==> config.mk <==
export PLATFORM = sky130hd
export DESIGN_NAME = musical_transport_beat_tracker
export DESIGN_NICKNAME = d
export VERILOG_FILES = /design/src/mtbt_pkg.sv /design/src/mtbt_div.sv /design/src/mtbt_dp.sv /design/src/mtbt_ctrl.sv /design/src/musical_transport_beat_tracker.sv
export SDC_FILE = /design/constraint.sdc
export NUM_CORES = 2
export LEC_CHECK = 0
export BUFFER_PORTS_ARGS = -buffer_cell sky130_fd_sc_hd__buf_2
export CORE_MARGIN = 5
export CORE_UTILIZATION = 57
export DETAILED_ROUTE_END_ITERATION = 7
export GPL_TIMING_DRIVEN = 0
export HOLD_SLACK_MARGIN = 0.02
export PLACE_DENSITY = 0.77
export SETUP_SLACK_MARGIN = 0.4
export SLEW_MARGIN = 15
export SYNTH_ARGS = -nofsm -noshare
export SYNTH_HDL_FRONTEND = slang
export SYNTH_SLANG_ARGS = --single-unit
==> constraint.sdc <==
create_clock -name clk -period 7.8 [get_ports clk]
set_input_delay 0.39 -clock clk [delete_from_list [all_inputs] [get_ports clk]]
set_output_delay 0.39 -clock clk [all_outputs]
set_load 0.01 [all_outputs]
==> src/mtbt_pkg.sv <==
// Shared types, constants and the accent lookup for the beat tracker.
// No dependencies; imported by every module of the block.
`default_nettype none

package mtbt_pkg;

    localparam int POS_BITS  = 48;          // frame position width
    localparam int MAX_BPB   = 32;          // largest numerator
    localparam int LW        = 56;          // beat length, Q.16 frames
    localparam int RW        = 56;          // divider remainder / divisor width
    localparam int DVW       = 65;          // divider dividend shift width
    localparam int QW        = 64;          // divider quotient width
    localparam int CW        = 7;           // divider step counter width
    localparam int SRW       = 19;          // sample_rate width
    localparam int TPW       = 18;          // tempo width
    localparam int BPBW      = 6;           // beats_per_bar width
    localparam int BNDW      = 49;          // next_boundary width

    localparam logic [SRW-1:0]  SR_RESET    = 19'd48000;
    localparam logic [TPW-1:0]  TEMPO_RESET = 18'd30720;
    localparam logic [BPBW-1:0] BPB_RESET   = 6'd4;
    localparam logic [LW-1:0]   LEN_RESET   = 56'd1572864000;

    localparam logic [1:0] CMD_ADVANCE = 2'd0;
    localparam logic [1:0] CMD_SET     = 2'd1;
    localparam logic [1:0] CMD_CLEAR   = 2'd2;

    localparam logic [1:0] CFG_SAMPLE_RATE = 2'd0;
    localparam logic [1:0] CFG_TEMPO       = 2'd1;
    localparam logic [1:0] CFG_BPB         = 2'd2;
    localparam logic [1:0] CFG_EIGHTH      = 2'd3;

    localparam logic [1:0] GRID_OFF  = 2'd0;
    localparam logic [1:0] GRID_BEAT = 2'd1;
    localparam logic [1:0] GRID_HALF = 2'd2;
    localparam logic [1:0] GRID_BAR  = 2'd3;

    typedef enum logic [2:0] {
        S_IDLE,
        S_LSTART,
        S_LCALC,
        S_DBAR,
        S_DBEAT,
        S_DPHASE,
        S_DBND,
        S_OUT
    } state_t;

    typedef enum logic [2:0] {
        OP_LEN,
        OP_BAR,
        OP_BEAT,
        OP_PHASE,
        OP_BND
    } div_op_t;

    typedef struct packed {
        logic    accept;
        logic    start;
        div_op_t start_op;
        logic    store;
        div_op_t store_op;
        logic    out_load;
    } ctrl_cmd_t;

    typedef struct packed {
        logic div_busy;
        logic out_free;
    } dp_sts_t;

    // bit b set: beat b opens a group in the x/8 groupings
    function automatic logic [31:0] group_starts(input logic [BPBW-1:0] bpb);
        logic [31:0] g;
        unique case (bpb)
            6'd5:    g = 32'h0000_0005;
            6'd6:    g = 32'h0000_0009;
            6'd7:    g = 32'h0000_0015;
            6'd9:    g = 32'h0000_0049;
            6'd12:   g = 32'h0000_0249;
            default: g = 32'h0000_0000;
        endcase
        return g;
    endfunction

    function automatic logic is_accent(input logic [4:0] beat,
                                       input logic [BPBW-1:0] bpb,
                                       input logic eighth);
        logic [31:0] g;
        g = group_starts(bpb);
        return (beat == 5'd0) || (eighth && g[beat]);
    endfunction

endpackage

`default_nettype wire

==> src/mtbt_div.sv <==
// Shared restoring divider, one quotient bit per cycle.
// Depends on mtbt_pkg.
`default_nettype none

module mtbt_div (
    input  wire logic                    clk,
    input  wire logic                    rst_n,
    input  wire logic                    start,
    input  wire logic [mtbt_pkg::DVW-1:0] dvd_in,
    input  wire logic [mtbt_pkg::RW-1:0]  rem_in,
    input  wire logic [mtbt_pkg::RW-1:0]  dsr_in,
    input  wire logic [mtbt_pkg::CW-1:0]  steps_in,
    output logic                          busy,
    output logic [mtbt_pkg::QW-1:0]       quo,
    output logic [mtbt_pkg::RW-1:0]       rem
);
    import mtbt_pkg::*;

    logic [DVW-1:0] dvd_reg;
    logic [RW-1:0]  rem_reg;
    logic [RW-1:0]  dsr_reg;
    logic [QW-1:0]  quo_reg;
    logic [CW-1:0]  cnt_reg, cnt_next;
    logic [RW:0]    trial;
    logic [RW:0]    diff;
    logic           ge;

    assign trial = {rem_reg, dvd_reg[DVW-1]};
    assign ge    = trial >= {1'b0, dsr_reg};
    assign diff  = trial - {1'b0, dsr_reg};

    always_comb
    begin
        if (start)
            cnt_next = steps_in;
        else if (cnt_reg != '0)
            cnt_next = cnt_reg - 1'b1;
        else
            cnt_next = cnt_reg;
    end

    always_ff @(posedge clk or negedge rst_n)
    begin
        if (!rst_n)
            cnt_reg <= '0;
        else
            cnt_reg <= cnt_next;
    end

    always_ff @(posedge clk)
    begin
        if (start)
        begin
            dvd_reg <= dvd_in;
            rem_reg <= rem_in;
            dsr_reg <= dsr_in;
            quo_reg <= '0;
        end
        else if (cnt_reg != '0)
        begin
            rem_reg <= ge ? diff[RW-1:0] : trial[RW-1:0];
            dvd_reg <= {dvd_reg[DVW-2:0], 1'b0};
            quo_reg <= {quo_reg[QW-2:0], ge};
        end
    end

    assign busy = cnt_reg != '0;
    assign quo  = quo_reg;
    assign rem  = rem_reg;

endmodule

`default_nettype wire

==> src/mtbt_dp.sv <==
// Datapath: config registers, position, beat length, divider and result registers.
// Depends on mtbt_pkg and mtbt_div.
`default_nettype none

module mtbt_dp (
    input  wire logic                      clk,
    input  wire logic                      rst_n,
    input  wire logic                      cfg_we,
    input  wire logic [1:0]                cfg_index,
    input  wire logic [mtbt_pkg::SRW-1:0]  cfg_data,
    input  wire logic [1:0]                command,
    input  wire logic [mtbt_pkg::POS_BITS-1:0] frames,
    input  wire logic                      playing,
    input  wire logic [mtbt_pkg::POS_BITS-1:0] query_from,
    input  wire logic [1:0]                grid,
    input  wire logic [4:0]                query_beat,
    input  wire mtbt_pkg::ctrl_cmd_t       cmd,
    output mtbt_pkg::dp_sts_t              sts,
    input  wire logic                      m_tready,
    output logic                           m_tvalid,
    output logic [47:0]                    bar_index,
    output logic [4:0]                     beat_in_bar,
    output logic [15:0]                    beat_phase,
    output logic                           accent_now,
    output logic                           query_accent,
    output logic [mtbt_pkg::BNDW-1:0]      next_boundary
);
    import mtbt_pkg::*;

    logic [SRW-1:0]      sr_reg;
    logic [TPW-1:0]      tempo_reg;
    logic [BPBW-1:0]     bpb_reg;
    logic                eighth_reg;
    logic [POS_BITS-1:0] pos_reg, pos_next;
    logic [LW-1:0]       len_reg;
    logic [RW-1:0]       bar_len;
    logic [LW+BPBW-1:0]  bar_prod;
    logic [POS_BITS-1:0] from_reg;
    logic [1:0]          grid_reg;
    logic [4:0]          qbeat_reg;
    logic [47:0]         bar_idx_reg;
    logic [4:0]          beat_reg;
    logic [15:0]         phase_reg;
    logic [RW-1:0]       extra_reg;
    logic                m_tvalid_reg;
    logic [47:0]         o_bar_reg;
    logic [4:0]          o_beat_reg;
    logic [15:0]         o_phase_reg;
    logic                o_acc_reg;
    logic                o_qacc_reg;
    logic [BNDW-1:0]     o_bnd_reg;

    logic [BPBW-1:0]     bpb_wr;
    logic [24:0]         sr60;
    logic [48:0]         num;
    logic [TPW:0]        den;
    logic [RW-1:0]       unit;
    logic [RW:0]         rnd;
    logic [BNDW-1:0]     bnd;
    logic [4:0]          beat_q;
    logic [4:0]          beat_max;

    logic                div_busy;
    logic [QW-1:0]       div_quo;
    logic [RW-1:0]       div_rem;
    logic [DVW-1:0]      dvd_in;
    logic [RW-1:0]       rem_in;
    logic [RW-1:0]       dsr_in;
    logic [CW-1:0]       steps_in;

    // numerator write: zero becomes one, saturate at the maximum
    always_comb
    begin
        if (cfg_data[BPBW-1:0] == '0)
            bpb_wr = BPBW'(1);
        else if (cfg_data[BPBW-1:0] > BPBW'(MAX_BPB))
            bpb_wr = BPBW'(MAX_BPB);
        else
            bpb_wr = cfg_data[BPBW-1:0];
    end

    always_ff @(posedge clk or negedge rst_n)
    begin
        if (!rst_n)
        begin
            sr_reg     <= SR_RESET;
            tempo_reg  <= TEMPO_RESET;
            bpb_reg    <= BPB_RESET;
            eighth_reg <= 1'b0;
        end
        else if (cfg_we)
        begin
            unique case (cfg_index)
                CFG_SAMPLE_RATE: if (cfg_data != '0) sr_reg <= cfg_data;
                CFG_TEMPO:       if (cfg_data[TPW-1:0] != '0) tempo_reg <= cfg_data[TPW-1:0];
                CFG_BPB:         bpb_reg <= bpb_wr;
                CFG_EIGHTH:      eighth_reg <= cfg_data[0];
            endcase
        end
    end

    always_comb
    begin
        pos_next = pos_reg;
        if (cmd.accept)
        begin
            unique case (command)
                CMD_ADVANCE: pos_next = playing ? pos_reg + frames : pos_reg;
                CMD_SET:     pos_next = frames;
                CMD_CLEAR:   pos_next = '0;
                default:     pos_next = pos_reg;
            endcase
        end
    end

    always_ff @(posedge clk or negedge rst_n)
    begin
        if (!rst_n)
        begin
            pos_reg <= '0;
            len_reg <= LEN_RESET;
        end
        else
        begin
            pos_reg <= pos_next;
            if (cmd.store && cmd.store_op == OP_LEN)
                len_reg <= div_quo[LW-1:0];
        end
    end

    // bar length follows beat length and numerator in the same cycle
    assign bar_prod = {{BPBW{1'b0}}, len_reg} * {{LW{1'b0}}, bpb_reg};
    assign bar_len  = bar_prod[RW-1:0];

    always_ff @(posedge clk)
    begin
        if (cmd.accept)
        begin
            from_reg  <= query_from;
            grid_reg  <= grid;
            qbeat_reg <= query_beat;
        end
    end

    assign sr60 = {6'b0, sr_reg} * 25'd60;
    assign num  = {sr60, 24'b0};
    assign den  = eighth_reg ? {tempo_reg, 1'b0} : {1'b0, tempo_reg};

    // grid unit in Q.17 frames
    always_comb
    begin
        unique case (grid_reg)
            GRID_HALF: unit = bar_len;
            GRID_BAR:  unit = {bar_len[RW-2:0], 1'b0};
            default:   unit = {len_reg[RW-2:0], 1'b0};
        endcase
    end

    always_comb
    begin
        unique case (cmd.start_op)
            OP_LEN:
            begin
                dvd_in   = {num, 16'b0};
                rem_in   = '0;
                dsr_in   = {{(RW-TPW-1){1'b0}}, den};
                steps_in = CW'(49);
            end
            OP_BAR:
            begin
                dvd_in   = {pos_next, 17'b0};
                rem_in   = '0;
                dsr_in   = bar_len;
                steps_in = CW'(64);
            end
            OP_BEAT:
            begin
                dvd_in   = {div_rem[4:0], {(DVW-5){1'b0}}};
                rem_in   = {5'b0, div_rem[RW-1:5]};
                dsr_in   = len_reg;
                steps_in = CW'(5);
            end
            OP_PHASE:
            begin
                dvd_in   = '0;
                rem_in   = div_rem;
                dsr_in   = len_reg;
                steps_in = CW'(16);
            end
            OP_BND:
            begin
                dvd_in   = {from_reg, 17'b0};
                rem_in   = '0;
                dsr_in   = unit;
                steps_in = CW'(65);
            end
            default:
            begin
                dvd_in   = '0;
                rem_in   = '0;
                dsr_in   = len_reg;
                steps_in = CW'(1);
            end
        endcase
    end

    mtbt_div u_div (
        .clk      (clk),
        .rst_n    (rst_n),
        .start    (cmd.start),
        .dvd_in   (dvd_in),
        .rem_in   (rem_in),
        .dsr_in   (dsr_in),
        .steps_in (steps_in),
        .busy     (div_busy),
        .quo      (div_quo),
        .rem      (div_rem)
    );

    assign beat_max = 5'(bpb_reg - 1'b1);
    assign beat_q   = (div_quo[4:0] > beat_max) ? beat_max : div_quo[4:0];

    always_ff @(posedge clk)
    begin
        if (cmd.store)
        begin
            unique case (cmd.store_op)
                OP_BAR:   bar_idx_reg <= div_quo[47:0];
                OP_BEAT:  beat_reg    <= beat_q;
                OP_PHASE: phase_reg   <= div_quo[15:0];
                OP_BND:   extra_reg   <= (div_rem != '0) ? unit - div_rem : '0;
                default:  ;
            endcase
        end
    end

    // round extra Q.17 to whole frames, ties up
    assign rnd = {1'b0, extra_reg} + (RW+1)'(17'h10000);
    assign bnd = (grid_reg == GRID_OFF) ? {1'b0, from_reg}
                                        : {1'b0, from_reg} + BNDW'(rnd[RW:17]);

    always_ff @(posedge clk or negedge rst_n)
    begin
        if (!rst_n)
            m_tvalid_reg <= 1'b0;
        else if (cmd.out_load)
            m_tvalid_reg <= 1'b1;
        else if (m_tready)
            m_tvalid_reg <= 1'b0;
    end

    always_ff @(posedge clk)
    begin
        if (cmd.out_load)
        begin
            o_bar_reg   <= bar_idx_reg;
            o_beat_reg  <= beat_reg;
            o_phase_reg <= phase_reg;
            o_acc_reg   <= is_accent(beat_reg, bpb_reg, eighth_reg);
            o_qacc_reg  <= is_accent(qbeat_reg, bpb_reg, eighth_reg);
            o_bnd_reg   <= bnd;
        end
    end

    assign sts.div_busy  = div_busy;
    assign sts.out_free  = !m_tvalid_reg || m_tready;
    assign m_tvalid      = m_tvalid_reg;
    assign bar_index     = o_bar_reg;
    assign beat_in_bar   = o_beat_reg;
    assign beat_phase    = o_phase_reg;
    assign accent_now    = o_acc_reg;
    assign query_accent  = o_qacc_reg;
    assign next_boundary = o_bnd_reg;

endmodule

`default_nettype wire

==> src/mtbt_ctrl.sv <==
// Controller: sequences beat-length recompute and the four divisions per word.
// Depends on mtbt_pkg.
`default_nettype none

module mtbt_ctrl (
    input  wire logic                clk,
    input  wire logic                rst_n,
    input  wire logic                s_tvalid,
    input  wire logic                cfg_we,
    input  wire mtbt_pkg::dp_sts_t   sts,
    output logic                     s_tready,
    output mtbt_pkg::ctrl_cmd_t      cmd
);
    import mtbt_pkg::*;

    state_t state_reg, state_next;

    always_ff @(posedge clk or negedge rst_n)
    begin
        if (!rst_n)
            state_reg <= S_IDLE;
        else
            state_reg <= state_next;
    end

    always_comb
    begin
        state_next   = state_reg;
        s_tready     = 1'b0;
        cmd.accept   = 1'b0;
        cmd.start    = 1'b0;
        cmd.start_op = OP_LEN;
        cmd.store    = 1'b0;
        cmd.store_op = OP_LEN;
        cmd.out_load = 1'b0;
        unique case (state_reg)
            S_IDLE:
            begin
                s_tready = !cfg_we;
                if (cfg_we)
                    state_next = S_LSTART;
                else if (s_tvalid)
                begin
                    cmd.accept   = 1'b1;
                    cmd.start    = 1'b1;
                    cmd.start_op = OP_BAR;
                    state_next   = S_DBAR;
                end
            end
            S_LSTART:
            begin
                if (!cfg_we)
                begin
                    cmd.start    = 1'b1;
                    cmd.start_op = OP_LEN;
                    state_next   = S_LCALC;
                end
            end
            S_LCALC:
            begin
                if (cfg_we)
                    state_next = S_LSTART;
                else if (!sts.div_busy)
                begin
                    cmd.store    = 1'b1;
                    cmd.store_op = OP_LEN;
                    state_next   = S_IDLE;
                end
            end
            S_DBAR:
            begin
                if (!sts.div_busy)
                begin
                    cmd.store    = 1'b1;
                    cmd.store_op = OP_BAR;
                    cmd.start    = 1'b1;
                    cmd.start_op = OP_BEAT;
                    state_next   = S_DBEAT;
                end
            end
            S_DBEAT:
            begin
                if (!sts.div_busy)
                begin
                    cmd.store    = 1'b1;
                    cmd.store_op = OP_BEAT;
                    cmd.start    = 1'b1;
                    cmd.start_op = OP_PHASE;
                    state_next   = S_DPHASE;
                end
            end
            S_DPHASE:
            begin
                if (!sts.div_busy)
                begin
                    cmd.store    = 1'b1;
                    cmd.store_op = OP_PHASE;
                    cmd.start    = 1'b1;
                    cmd.start_op = OP_BND;
                    state_next   = S_DBND;
                end
            end
            S_DBND:
            begin
                if (!sts.div_busy)
                begin
                    cmd.store    = 1'b1;
                    cmd.store_op = OP_BND;
                    state_next   = S_OUT;
                end
            end
            S_OUT:
            begin
                if (sts.out_free)
                begin
                    cmd.out_load = 1'b1;
                    state_next   = S_IDLE;
                end
            end
            default: state_next = S_IDLE;
        endcase
    end

    a_start_busy: assert property (@(posedge clk) disable iff (!rst_n)
        cmd.start |=> sts.div_busy)
        else $error("divider not busy after start");

    a_accept_bar: assert property (@(posedge clk) disable iff (!rst_n)
        (s_tvalid && s_tready) |=> (state_reg == S_DBAR))
        else $error("accepted word did not start bar division");

    a_load_free: assert property (@(posedge clk) disable iff (!rst_n)
        cmd.out_load |-> sts.out_free)
        else $error("result loaded over a pending word");

    a_store_idle_div: assert property (@(posedge clk) disable iff (!rst_n)
        cmd.store |-> !sts.div_busy)
        else $error("result stored while divider running");

endmodule

`default_nettype wire

==> src/musical_transport_beat_tracker.sv <==
// Top level of the musical transport beat tracker.
// Depends on mtbt_pkg, mtbt_ctrl, mtbt_dp (which holds mtbt_div).
//
//  channel | handshake          | payload
//  --------+--------------------+----------------------------------------------
//  s_*     | s_tvalid/s_tready  | tdata: frames, playing, query_from, grid,
//          |                    |        query_beat; tuser: command
//  m_*     | m_tvalid/m_tready  | tdata: bar_index, beat_in_bar, beat_phase,
//          |                    |        accent_now, query_accent, next_boundary
//  cfg_*   | cfg_we             | cfg_index, cfg_data (no read-back)
//
// Per accepted word, a 64-step bar, 5-step beat, 16-step phase and 65-step
// boundary division run in turn on one serial divider, each result stored as
// its division ends, then the output load. The next word is taken in S_IDLE
// after the load unless cfg_we is high. A config write seen while idle or
// recomputing reruns the 49-step beat-length division; s_tready stays low
// until it ends. A finished result sits in the output register; the next word
// is taken meanwhile and waits in its last step if the register is still full.
// Reset restores the default tempo setup and clears the position.
`default_nettype none

module musical_transport_beat_tracker (
    input  wire logic         clk,
    input  wire logic         rst_n,
    // config write port
    input  wire logic         cfg_we,
    input  wire logic [1:0]   cfg_index,
    input  wire logic [18:0]  cfg_data,
    // input stream
    input  wire logic         s_tvalid,
    output logic              s_tready,
    // [47:0] frames, [48] playing, [96:49] query_from, [98:97] grid,
    // [103:99] query_beat
    input  wire logic [103:0] s_tdata,
    // [1:0] command
    input  wire logic [1:0]   s_tuser,
    // output stream
    output logic              m_tvalid,
    input  wire logic         m_tready,
    // [47:0] bar_index, [52:48] beat_in_bar, [68:53] beat_phase,
    // [69] accent_now, [70] query_accent, [119:71] next_boundary
    output logic [119:0]      m_tdata
);
    import mtbt_pkg::*;

    ctrl_cmd_t       cmd;
    dp_sts_t         sts;
    logic [47:0]     bar_index;
    logic [4:0]      beat_in_bar;
    logic [15:0]     beat_phase;
    logic            accent_now;
    logic            query_accent;
    logic [BNDW-1:0] next_boundary;

    mtbt_ctrl u_ctrl (
        .clk      (clk),
        .rst_n    (rst_n),
        .s_tvalid (s_tvalid),
        .cfg_we   (cfg_we),
        .sts      (sts),
        .s_tready (s_tready),
        .cmd      (cmd)
    );

    mtbt_dp u_dp (
        .clk           (clk),
        .rst_n         (rst_n),
        .cfg_we        (cfg_we),
        .cfg_index     (cfg_index),
        .cfg_data      (cfg_data),
        .command       (s_tuser),
        .frames        (s_tdata[47:0]),
        .playing       (s_tdata[48]),
        .query_from    (s_tdata[96:49]),
        .grid          (s_tdata[98:97]),
        .query_beat    (s_tdata[103:99]),
        .cmd           (cmd),
        .sts           (sts),
        .m_tready      (m_tready),
        .m_tvalid      (m_tvalid),
        .bar_index     (bar_index),
        .beat_in_bar   (beat_in_bar),
        .beat_phase    (beat_phase),
        .accent_now    (accent_now),
        .query_accent  (query_accent),
        .next_boundary (next_boundary)
    );

    assign m_tdata = {next_boundary, query_accent, accent_now,
                      beat_phase, beat_in_bar, bar_index};

endmodule

`default_nettype wire

# [Word-level counts from Yosys, hierarchy flattened]
# Index checks and enable logic that the tools add are counted.
[classes] shifts=0 order_cmp=5 eq_ne=36 bitwise=0 reduce_logical=33 muxes=54 div_mod_pow=0 add_sub_neg=7 n_mul=2
[op_table] op="one-hot mux 65 bit (4 select lines)" count=1
[op_table] op="one-hot mux 56 bit (2 select lines)" count=2
[op_table] op="2-to-1 mux 56 bit" count=3
[op_table] op="one-hot mux 56 bit (3 select lines)" count=1
[op_table] op="2-to-1 mux 48 bit" count=3
[op_table] op="one-hot mux 48 bit (3 select lines)" count=1
[op_table] op="2-to-1 mux 65 bit" count=2
[op_table] op="subtractor 56 bit" count=2
[op_table] op="adder 56 x 17 -> 57 bit, second input constant" count=1
[op_table] op="greater-or-equal comparator 57 x 56 -> 1 bit" count=1
[op_table] op="multiplier 56 x 6 -> 56 bit" count=1
[op_table] op="nonzero test 56 bit" count=1
[op_table] op="one-hot mux 10 bit (5 select lines)" count=1
[op_table] op="adder 48 x 40 -> 49 bit" count=1
[op_table] op="adder 48 bit" count=1
[op_table] op="one-hot mux 4 bit (5 select lines)" count=2
[op_table] op="one-hot mux 7 bit (5 select lines)" count=1
[op_table] op="2-to-1 mux 32 bit" count=1
[op_table] op="2-to-1 mux 3 bit" count=10
[op_table] op="2-to-1 mux 8 bit" count=3
[op_table] op="one-hot mux 3 bit (8 select lines)" count=1
[op_table] op="multiplier 19 x 4 -> 23 bit, second input constant" count=1
[op_table] op="2-to-1 mux 19 bit" count=1
[op_table] op="nonzero test 19 bit" count=1
[op_table] op="33 further kinds" count=94
[word_totals] mem_bits_ro=0 memories=0 inputBits=132 wordCells=164 latch_bits=0 out_inout_bits=122 mem_bits_rw=0 ff_bits=692

# [Longest topological paths before layout]
[depth] depth_word=9 ltp_mapped=36 depth_no_buf=33

# [Hierarchy]
# A second synthesis with hierarchy kept.
[unflattened] hier_cells=5647 hier_area_um2=53613.9
[modules_own_cells] mod="mtbt_dp" area_per_inst_um2=39669.3 seq_area_each_um2=12280.5 n_inst=1 cells_each=4291
[modules_own_cells] mod="mtbt_div" area_per_inst_um2=13560.5 seq_area_each_um2=6771.5 n_inst=1 cells_each=1301
[modules_own_cells] mod="mtbt_ctrl" area_per_inst_um2=369.1 seq_area_each_um2=75.1 n_inst=1 cells_each=53
[modules_own_cells] mod="musical_transport_beat_tracker" area_per_inst_um2=15.0 seq_area_each_um2=0.0 n_inst=1 cells_each=2

# [Least setup slack after synthesis]
# OpenSTA, ideal clock, no wires.
[synth_path] kind="reg-to-reg" startpoint="reg u_dp.bpb_reg[2]" endpoint="reg u_dp.extra_reg[55], data pin" setup_ns=0.266 t_arrival_ns=8.003 path_stages_with_launch=33 required_time_ns=7.534 path_slack_ns=-0.469 path_cell_list="dfstp_2 clkbuf_1 clkbuf_1 clkbuf_1 nand2_1 fa_1 fa_1 fa_1 inv_1 ha_1 clkbuf_1 nand3_1 or4_1 or4_1 and2_1 nand2b_1 o21ai_1 a21oi_1 xor2_1 mux2i_1 mux2_2 ha_1 a21o_1 a21o_1 a211o_1 or2_2 o32a_1 a31oi_1 o21ai_0 o22ai_1 xnor2_1 xnor2_1 nor2_1"
[synth_via] elab_chain_len=3
[synth_rtl] element="from (decl)" line="mtbt_dp.sv:32" text="logic [BPBW-1:0] bpb_reg;"
[synth_rtl] element="from (signal assigned)" line="mtbt_dp.sv:96" text="CFG_BPB: bpb_reg <= bpb_wr;"
[synth_rtl] element="multiplier 56 x 6 -> 56 bit" line="mtbt_dp.sv:132" text="assign bar_prod = {{BPBW{1'b0}}, len_reg} * {{LW{1'b0}}, bpb_reg};"
[synth_rtl] element="one-hot mux 56 bit (2 select lines)" line="mtbt_dp.sv:152" text="unique case (grid_reg)"
[synth_rtl] element="subtractor 56 bit" line="mtbt_dp.sv:231" text="OP_BND: extra_reg <= (div_rem != '0) ? unit - div_rem : '0;"
[synth_rtl] element="to (signal assigned)" line="mtbt_dp.sv:231"
[synth_rtl] element="to (decl)" line="mtbt_dp.sv:44" text="logic [RW-1:0] extra_reg;"
# Every way passes these cells.
# A chain may end at the register's enable or synchronous reset.

# [Worst setup path after layout]
# Same ends and word-level chain as after synthesis.

==> results.md <==
- Status: complete, but fails checks
- Failing checks: negative setup slack
- Worst path most repeated cell: fa_1
- Critical path startpoint category: flip-flop
- Placed wire-length estimate: 135 mm
- CP Buf/Inv Count: 7
- Fmax: 124 MHz
- Max incr delay on CP: 580 ps
- CTS max path bufs: 3
- CTS root buf: clkbuf_16
- Worst-skew pair later-pin latency: 680 ps
- Clock transition at path regs: 60 ps
- GRT Overall Usage: 36.3%
- Antenna cells: 0
- Worst path required time: 8200 ps
- Die Ht: 308 microns
- IO Count: 254
- Synth Net Count: 6034
- Kind of critical path: reg2reg
- Synth Flop Type: edfxtp_1
- Core region area: 88200 sq um
- Clock skew: 40.1 ps
- Netlist cell types: 92
- Final Hold Vio Count: 0
- Drt total wl: 176 mm
- Slew headroom: 16.2%
- Register Area: 18500 sq um
- Post-synth EDFFs: 444
- Share of layout cells above drive strength 1: 15.2%
- Die ar.: 94700 sq um
- Number of nets in the layout: 6535
- H-tree Lvls: 3
- DR pass1 iterations: 6
- Final setup TNS: -1860 ps
- Via count: 44600
- WHS: 64.3 ps
- Final worst slack: -270 ps
- CP arrival: 8470 ps
- Global placer's final weighted congestion: 1.03
- Initial core utilization: 57.3%
- Commonest non-fill, non-tap cell in the layout: nand2_1
- TritonCTS clock tree: built
- Design Power: 18.5 mW
- Global-route wire length before repair: 263 mm
- #FFs+latches synth: 659
- Syn avg cell area: 9.42 sq um
- Slowest CP cell: or4_4
- Met1 GRT Util: 45.5%
- DRC: 0
- Most Crowded Layer GR: met2
- CP max FO: 7
- Final period utilization: 103%
- Non-Filler Instances: 7091
- Family with the most delay on the worst path: simple AND/OR/NAND/NOR gates
- IO Port Bufs: 252
- Rows: 109
- Detail Route Antenna Nets: 0
- M3 GR Usage: 6.46%
- WL/cell: 24.9 microns
- Peak VDD IR: 252 uV
- Inserted Clock Buffers: 73
- Initial DRC Count: 5329
- Total grt overflow: 0
- Synthesized instance count: 5366
- Layout area overhead: 17.2%
- Final setup violating endpoints: 15
- Fin crit period: 8070 ps
- Slew Viols, Final: 0
- Multi-input logic area: 30800 sq um
- Pwr/cell area: 313 nW/um^2
- Cell area after synthesis: 50500 sq um
- Sequential fraction of the synthesis area: 36.5%
- Worst min path class: in2reg
- Die X: 308 microns
- Vias per Instance: 6.29
- CP endpoint kind: flip-flop
- Final Util: 67.1%
- Synth warnings: 0
- P_leak: 25.7 nW
- RSZ-0062 raised after global routing: true
- Slew of the pin with the lowest slew margin: 1260 ps
- Max-Cap Viols: 0
- Final-layout fill cell count: 6887
- Largest net degree at the start of global routing: 91
- Clock Sinks: 659
- Met2 usage: 59.0%
- Most frequent cells in the layout: nand2_1, inv_1, edfxtp_1
- Placed Cells: 6799
- Post-synth ARST share: 24.1%
- Vias in the first global route: 44100
- Initial antenna violation count: 1
[what timing repair did]
item                                    CTS  global route
hold endpoints to repair                153             0
pin swaps                                72            50
gates resized for setup                 222           120
hold buffers                             68             0
setup buffers                            60            30
endpoints found under the setup margin   39            33
[metal layers]
| layer | wire length (microns) | share of wire (%) |
|---|---|---|
| met5 | 0 | 0 |
| met4 | 13300 | 7.5 |
| met3 | 17100 | 9.7 |
| met2 | 80900 | 46 |
| met1 | 65100 | 37 |
[cells in the mapped netlist, drive strengths merged, types with 10 or more instances]
cell,number,area (sq um)
nand4,49,307
a222oi,28,280
nand3,71,355
xor2,97,850
or3,18,113
a221o,27,270
mux2i,84,841
a21oi,424,2130
dfrtp,140,3500
o31a,10,87.6
and4,16,140
dfstp,19,499
a22o,13,114
o31ai,32,245
nor2b,48,300
edfxtp,444,13300
nor3,52,265
nor2,385,1450
inv,454,1700
xnor2,191,1680
dfxtp,56,1120
or2,14,87.6
ha,293,3670
nor4,28,175
nand2,623,2340
buf,57,253
a22oi,26,195
a21o,157,1180
fa,243,4860
and3,43,269
o21a,39,293
o211ai,33,248
a221oi,24,210
and2,221,1380
clkbuf,207,777
o21bai,32,240
o21ai,295,1490
a21boi,18,135
o22ai,16,100
a31oi,41,272
nand2b,36,225
a211oi,43,338
a211o,13,114
mux2,99,1110
[stage by stage]
step | instance area, sq um | worst slack, ps
after floorplan | 50800 | 246
after global placement | 53500 | -2380
after detailed placement | 53800 | -1870
after CTS | 58400 | -200
after global routing | 59200 | -441
final | 59200 | -270
[cell families (layout without fill, tap and decap cells)]
group	after synthesis	in the layout	synth area share [%]
AO/OA/AOI/OAI	1360	1360	17.4
XOR/XNOR	288	288	5.01
adder cells (fa/ha/maj)	537	537	16.9
buffers and inverters	719	1279	5.42
flip-flops	659	659	36.5
multiplexers	183	183	3.87
AND/OR/NAND/NOR	1620	1620	14.9
[worst reg2reg max path: cells and delay by family, from the launching register on]
family,cells,cell delay [ps]
flip-flops,1,540
multiplexers,2,420
AO/OA/AOI/OAI,9,1730
XOR/XNOR,3,450
buffers and inverters,7,790
AND/OR/NAND/NOR,8,1940
adder cells (fa/ha/maj),5,1930
[report_power, final]
| group | total, mW | switching (mW) | internal, mW |
|---|---|---|---|
| registers | 5.56 | 0.832 | 4.73 |
| clock network | 3.55 | 1.53 | 2.02 |
| logic | 9.39 | 5.66 | 3.74 |
| total | 18.5 | 8.02 | 10.5 |
[final cells by class]
cell class / count / share of cell area [%]
multi-input cells: 3988 / 52.0
flip-flops and latches: 659 / 31.2
repair buffers: 426 / 5.00
clock buffers: 97 / 3.36
inverters: 455 / 2.88
well taps: 1165 / 2.46
plain buffers: 264 / 2.39
clock inverters: 37 / 0.757
[worst paths after layout]
path                              startpoint                  to  slack, ps  depth (start not counted)
max reg2reg                  u_dp.bpb_reg[2]  u_dp.extra_reg[55]       -270                         34
min reg2reg                u_dp.phase_reg[5]  u_dp.beat_phase[5]        420                          0
max in group asynchronous              rst_n    u_dp.len_reg[30]       6450                          3
max                          u_dp.bpb_reg[2]  u_dp.extra_reg[55]       -270                         34
min in group asynchronous              rst_n    u_dp.pos_reg[10]        280                          2
min                              cfg_data[3]     u_dp.bpb_reg[3]         60                          3
Power figures use the tool's default switching activity.
